==> config.mk <==
export PLATFORM = sky130hd
export DESIGN_NAME = ssa_free_map
export DESIGN_NICKNAME = d
export VERILOG_FILES = /design/src/rtl/ssa_pkg.sv /design/src/rtl/ssa_free_map.sv
export SDC_FILE = /design/constraint.sdc
export NUM_CORES = 1
export LEC_CHECK = 0
export ABC_AREA = 0
export BUFFER_PORTS_ARGS = -buffer_cell sky130_fd_sc_hd__buf_2
export CAP_MARGIN = 20
export CORE_MARGIN = 2
export CORE_UTILIZATION = 35
export DETAILED_ROUTE_END_ITERATION = 8
export PLACE_DENSITY_LB_ADDON = 0.05
export SYNTH_ARGS = -nofsm -noshare
export SYNTH_HDL_FRONTEND = slang
export SYNTH_SLANG_ARGS = --single-unit
==> constraint.sdc <==
create_clock -name clk_i -period 3.6 [get_ports clk_i]
set_input_delay 0.54 -clock clk_i [delete_from_list [all_inputs] [get_ports clk_i]]
set_output_delay 0.54 -clock clk_i [all_outputs]
set_load 0.005 [all_outputs]
==> src/rtl/ssa_pkg.sv <==
// ----------------------------------------------------------------------------
// ssa_pkg
// Shared types and constants of the swap slot allocator: opcodes, status
// codes, slot states, slot table entry and the free-map search result.
// ----------------------------------------------------------------------------
package ssa_pkg;

  // default table size
  localparam int unsigned SLOT_COUNT_DEF = 1024;

  // free map word geometry
  localparam int unsigned WORD_BITS = 32;
  localparam int unsigned WORD_LSB  = 5;

  // configuration reset values
  localparam logic [31:0] CAP_RESET   = 32'd409600;
  localparam logic        STATS_RESET = 1'b1;

  // configuration register indexes
  typedef enum logic {
    CFG_CAPACITY = 1'b0,
    CFG_STATS    = 1'b1
  } cfg_idx_e;

  // item opcodes
  typedef enum logic [1:0] {
    OP_ALLOC  = 2'd0,
    OP_LOOKUP = 2'd1,
    OP_MARK   = 2'd2,
    OP_NOP    = 2'd3
  } op_e;

  // result status codes
  typedef enum logic [2:0] {
    ST_OK      = 3'd0,
    ST_INVALID = 3'd1,
    ST_NOSPACE = 3'd2,
    ST_RANGE   = 3'd3,
    ST_MISS    = 3'd4
  } status_e;

  // slot states
  typedef enum logic [1:0] {
    SLOT_FREE = 2'd0,
    SLOT_USED = 2'd1,
    SLOT_BAD  = 2'd2
  } slot_state_e;

  // one slot table entry
  typedef struct packed {
    slot_state_e state;
    logic [31:0] access;
  } slot_entry_t;

  // lowest set bit of a free map word
  typedef struct packed {
    logic                found;
    logic [WORD_LSB-1:0] bit_idx;
  } find_t;

endpackage

==> src/rtl/ssa_free_map.sv <==
// ----------------------------------------------------------------------------
// ssa_free_map
// Free slot bitmap, one bit per slot packed into words, with registered
// read data and a lowest-free-bit search over the word just read.
// ----------------------------------------------------------------------------
module ssa_free_map
  import ssa_pkg::*;
#(
  parameter int unsigned DEPTH = (SLOT_COUNT_DEF + WORD_BITS - 1) / WORD_BITS,
  localparam int unsigned AW = (DEPTH > 1) ? $clog2(DEPTH) : 1
) (
  input  logic                 clk_i,
  input  logic                 rd_en_i,
  input  logic [AW-1:0]        rd_addr_i,
  input  logic                 wr_en_i,
  input  logic [AW-1:0]        wr_addr_i,
  input  logic [WORD_BITS-1:0] wr_data_i,
  output logic [WORD_BITS-1:0] rd_data_o,
  output find_t                find_o
);

  logic [WORD_BITS-1:0] mem [DEPTH];
  logic [WORD_BITS-1:0] rd_data_q;

  // write port
  always_ff @(posedge clk_i) begin
    if (wr_en_i) begin
      mem[wr_addr_i] <= wr_data_i;
    end
  end

  // read port
  always_ff @(posedge clk_i) begin
    if (rd_en_i) begin
      rd_data_q <= mem[rd_addr_i];
    end
  end

  // priority search for the lowest free bit
  always_comb begin
    find_o.found   = |rd_data_q;
    find_o.bit_idx = '0;
    for (int i = WORD_BITS - 1; i >= 0; i--) begin
      if (rd_data_q[i]) begin
        find_o.bit_idx = WORD_LSB'(i);
      end
    end
  end

  assign rd_data_o = rd_data_q;

endmodule

# --- After elaboration in Yosys (flattened, before gate mapping) ---
# Memory sizes are Yosys's and may differ from the RTL's. A register that Yosys moved wholly into a read port is not among the register bits.
# Index checks and enable logic that the tools add are counted.
classes:
  add_sub_neg: 0
  n_mul: 0
  div_mod_pow: 0
  order_cmp: 0
  n_eq_ne: 0
  shift: 0
  mux: 34
  bitwise: 0
  reduce_logical: 1
ops:
  columns: ["op", "count"]
  rows:
  - ["two-way mux 5 bit", 32]
  - ["OR reduction 32 bit", 1]
  - ["two-way mux 1 bit", 2]
totals:
  regBits: 0
  latchBits: 0
  mem_bits_rw: 1024
  rom_bits: 0
  input_bits: 45
  out_inout_bits: 38
  word_cells: 36
  n_memories: 1
mem_list:
  columns: ["name", "words", "width", "read_ports", "rd_clocked_by_memory_dff", "wr", "line_no", "text"]
  rows:
  - ["mem", 32, 32, 1, 1, 1, "ssa_free_map.sv:22", "logic [WORD_BITS-1:0] mem [DEPTH];"]

# --- Logic depth before layout (Yosys ltp) ---
depth:
  word_depth: 32
  mapped_depth: 8
  mapped_depth_nobuf: 5

# --- Worst setup path after synthesis ---
# No wires, ideal clock.
synth_timing:
  kind: "input to register"
  from: "input wr_addr_i[1]"
  to: "memory mem[12][0] (enable)"
  setup_time_ns: 0.421
  t_arrival_ns: 2.553
  t_required_ns: 3.179
  setup_slack_ns: 0.626
  path_stages: 3
  path_buffers: 1
  path_cell_list: "or3b_2 -> clkbuf_1 -> nor2_1"
synth_rtl:
  columns: ["element", "line_no", "text"]
  rows:
  - ["start: declaration", "ssa_free_map.sv:16", "input logic [AW-1:0] wr_addr_i,"]
  - ["end: declaration", "ssa_free_map.sv:22", null]
# No word-level cell before the write port.

==> impl_metrics.env <==
export IMPL_synth_ff_type="edfxtp_1"
export IMPL_wl_per_cell_um=31.34
export IMPL_grt_overflow_total=0
export IMPL_core_um2=115700
export IMPL_relSlewSlack_pct=36.22
export IMPL_synth_common_cells="1056 x edfxtp_1, 256 x mux2i_1, 128 x mux4_2"
export IMPL_die_height_um=345.0
export IMPL_clock_latency_ns=0.70
export IMPL_yosys_top_cells_area="edfxtp_1 78%, mux4_2 7.1%, mux2i_1 6.3%"
export IMPL_synth_cell_types=39
export IMPL_finalNetCount=2308
export IMPL_setup_viol=0
export IMPL_slew_viol_final=0
export IMPL_setup_worst_path_end_class="output port"
export IMPL_finalHoldViolCount=0
export IMPL_cts_reportedPaths_clkPinSlew_ns=0.06
export IMPL_dp_hpwl_um=66620
export IMPL_syn_to_final_growth_pct=17.07
export IMPL_grt_use_total_pct=20.61
export IMPL_netlist_area_um2=40700
export IMPL_clock_sinks=1056
export IMPL_period_needed_ns=3.294
export IMPL_grt_max_degree=65
export IMPL_start_util_pct=35.16
export IMPL_antenna_found_initial=7
export IMPL_syn_area_per_cell_um2=19.84
export IMPL_async_flop_share_pct=0
export IMPL_drt_iter0_markers=2189
export IMPL_rsz0062_at_grt="no"
export IMPL_worst_pin_slew_ns=0.9567
export IMPL_startpoint_type="register"
export IMPL_clock_path_buffers=3
export IMPL_fmax_ghz=0.3036
export IMPL_synth_top_cell_area_share_pct=77.92
export IMPL_drive_above_1_share_pct=22.95
export IMPL_cts_buffers=116
export IMPL_yosysTopAreaCell="edfxtp_1"
export IMPL_fin_crit_sh_pct=91.50
export IMPL_remaining_drc_errors=0
export IMPL_synth_enable_flop_cells=1056
export IMPL_ys_seq_area_share_pct=77.92
export IMPL_cts_root_buf="clkbuf_16"
export IMPL_skew_ns=0.02127
export IMPL_max_cap_viol_count=0
export IMPL_portBuffers=82
export IMPL_vias=20845
export IMPL_vdd_ir_drop_max_uv=362.4
export IMPL_synthMostInstantiatedCell="edfxtp_1"
export IMPL_critPathMaxFanout=5
export IMPL_avgViaCountPerCell=5.370
export IMPL_required_ns=3.06
export IMPL_worstPathArrival_ns=2.75
export IMPL_cts_tree="done"
export IMPL_ctsResizeCount=0
export IMPL_place_congestion=0.7242
export IMPL_ys_ff_latch=1056
export IMPL_grt_pass1_vias=21024
export IMPL_drt_pass1_iterations=5
export IMPL_ant_nets=0
export IMPL_finalSetupTns_ns=0
export IMPL_hold_buffers=0
export IMPL_die_w_um=345.0
export IMPL_yosys_warnings=0
export IMPL_wirelength_um=121700
export IMPL_run_status="complete, no violations"
export IMPL_grt_pass1_wl_um=168200
export IMPL_leakage_nw=15.53
export IMPL_holdCritPathClass="primary input to register"
export IMPL_power_density_nw_per_um2=556.5
export IMPL_ios=83
export IMPL_power_w=0.02651
export IMPL_synth_fp_nets=2096
export IMPL_critical_path_class="register to output port"
export IMPL_dieArea_um2=119000
export IMPL_synthCells=2051
export IMPL_rows=125
export IMPL_cts_setup_buffers=0
export IMPL_cts_max_level=3
==> per-layer routing <==
| metal | wire [um] | vias up | track usage (%) | part of all wire [%] |
|---|---|---|---|---|
| met5 | 0 | - | 0 | 0 |
| met4 | 1790 | 0 | 4.401 | 1.5 |
| met3 | 7566 | 107 | 3.425 | 6.2 |
| met2 | 54750 | 603 | 31.14 | 45 |
| met1 | 57560 | 11296 | 31.34 | 47 |
| li1 | - | 8839 | - | - |
==> stage by stage <==
stage	hold slack (ns)	cell area [um^2]	util [%]	cells	worst slack, ns
finish	0.3435	47640	41.17	3882	0.3062
global route	0.3570	47640	41.16	3881	0.07148
CTS	0.3030	47640	41.16	3881	0.2701
detailed placement	0.6936	44060	38.07	3669	0.6814
global placement	0.7009	44030	38.04	3668	0.6364
floorplan	0.6389	40700	-	2051	0.6259
==> sequential cells by signal, indices dropped and copies added (netlist names) <==
register	cells
rd_data_o	32
mem	1024
==> layout make-up <==
class                   count  area (um^2)
repair buffers            199         1767
fillers                 10332        68090
well taps                1524         1907
clock inverters            67        530.5
flip-flops and latches   1056        31710
multi-input cells         884         8650
diodes                      1        2.502
inverters                   6        22.52
clock buffers             145         3054
==> final timing paths <==
| check | start | endpoint | slack, ns | cells past startpoint |
|---|---|---|---|---|
| worst min register to register | mem[25][7] | rd_data_o[7] | 0.70 | 4 |
| worst max-delay path | rd_data_o[11] | find_o[0] | 0.31 | 6 |
| worst min-delay path | wr_data_i[12] | mem[20][12] | 0.34 | 1 |
| worst max register to register | mem[22][1] | rd_data_o[1] | 1.85 | 4 |
==> layout by cell type (no fill, tap or decap), drive strengths merged <==
| cell | n |
|---|---|
| edfxtp | 1056 |
| nand2b | 1 |
| a2111oi | 2 |
| nor4 | 5 |
| and2 | 2 |
| a31o | 1 |
| diode | 1 |
| mux4 | 128 |
| a21oi | 104 |
| or4 | 2 |
| o31ai | 2 |
| nor2 | 48 |
| nor2b | 67 |
| o21ai | 4 |
| nand2 | 38 |
| o211ai | 1 |
| clkinv | 57 |
| nand3b | 8 |
| clkinvlp | 1 |
| nor3 | 7 |
| nand3 | 68 |
| nor3b | 3 |
| mux2i | 256 |
| o2111ai | 1 |
| or3b | 3 |
| and3 | 1 |
| bufinv | 9 |
| a22oi | 96 |
| o311ai | 1 |
| buf | 199 |
| nand4 | 32 |
| clkbuf | 145 |
| inv | 6 |
| o21a | 1 |
| or3 | 1 |
| a221oi | 1 |
==> worst max-delay path: stages, from the launching register on <==
cell	delay (ns)
edfxtp_1	0.67
nor3_1	0.27
o21ai_0	0.12
buf_4	0.18
a2111oi_0	0.45
a221oi_1	0.18
buf_2	0.17
==> cell families after synthesis <==
| kind of cell | synth area share [%] |
|---|---|
| buffers and inverters | 1.513 |
| muxes | 13.38 |
| AOI/OAI and AO/OA | 3.486 |
| and+or+nand+nor | 3.702 |
| DFF | 77.92 |
==> report_power, final <==
part	switching, W	internal (W)
clock network	0.00471	0.00658
logic	0.000858	0.000481
registers	0.000146	0.0137
total	0.00572	0.0208
Note: power is estimated with default switching activity, not from simulation.
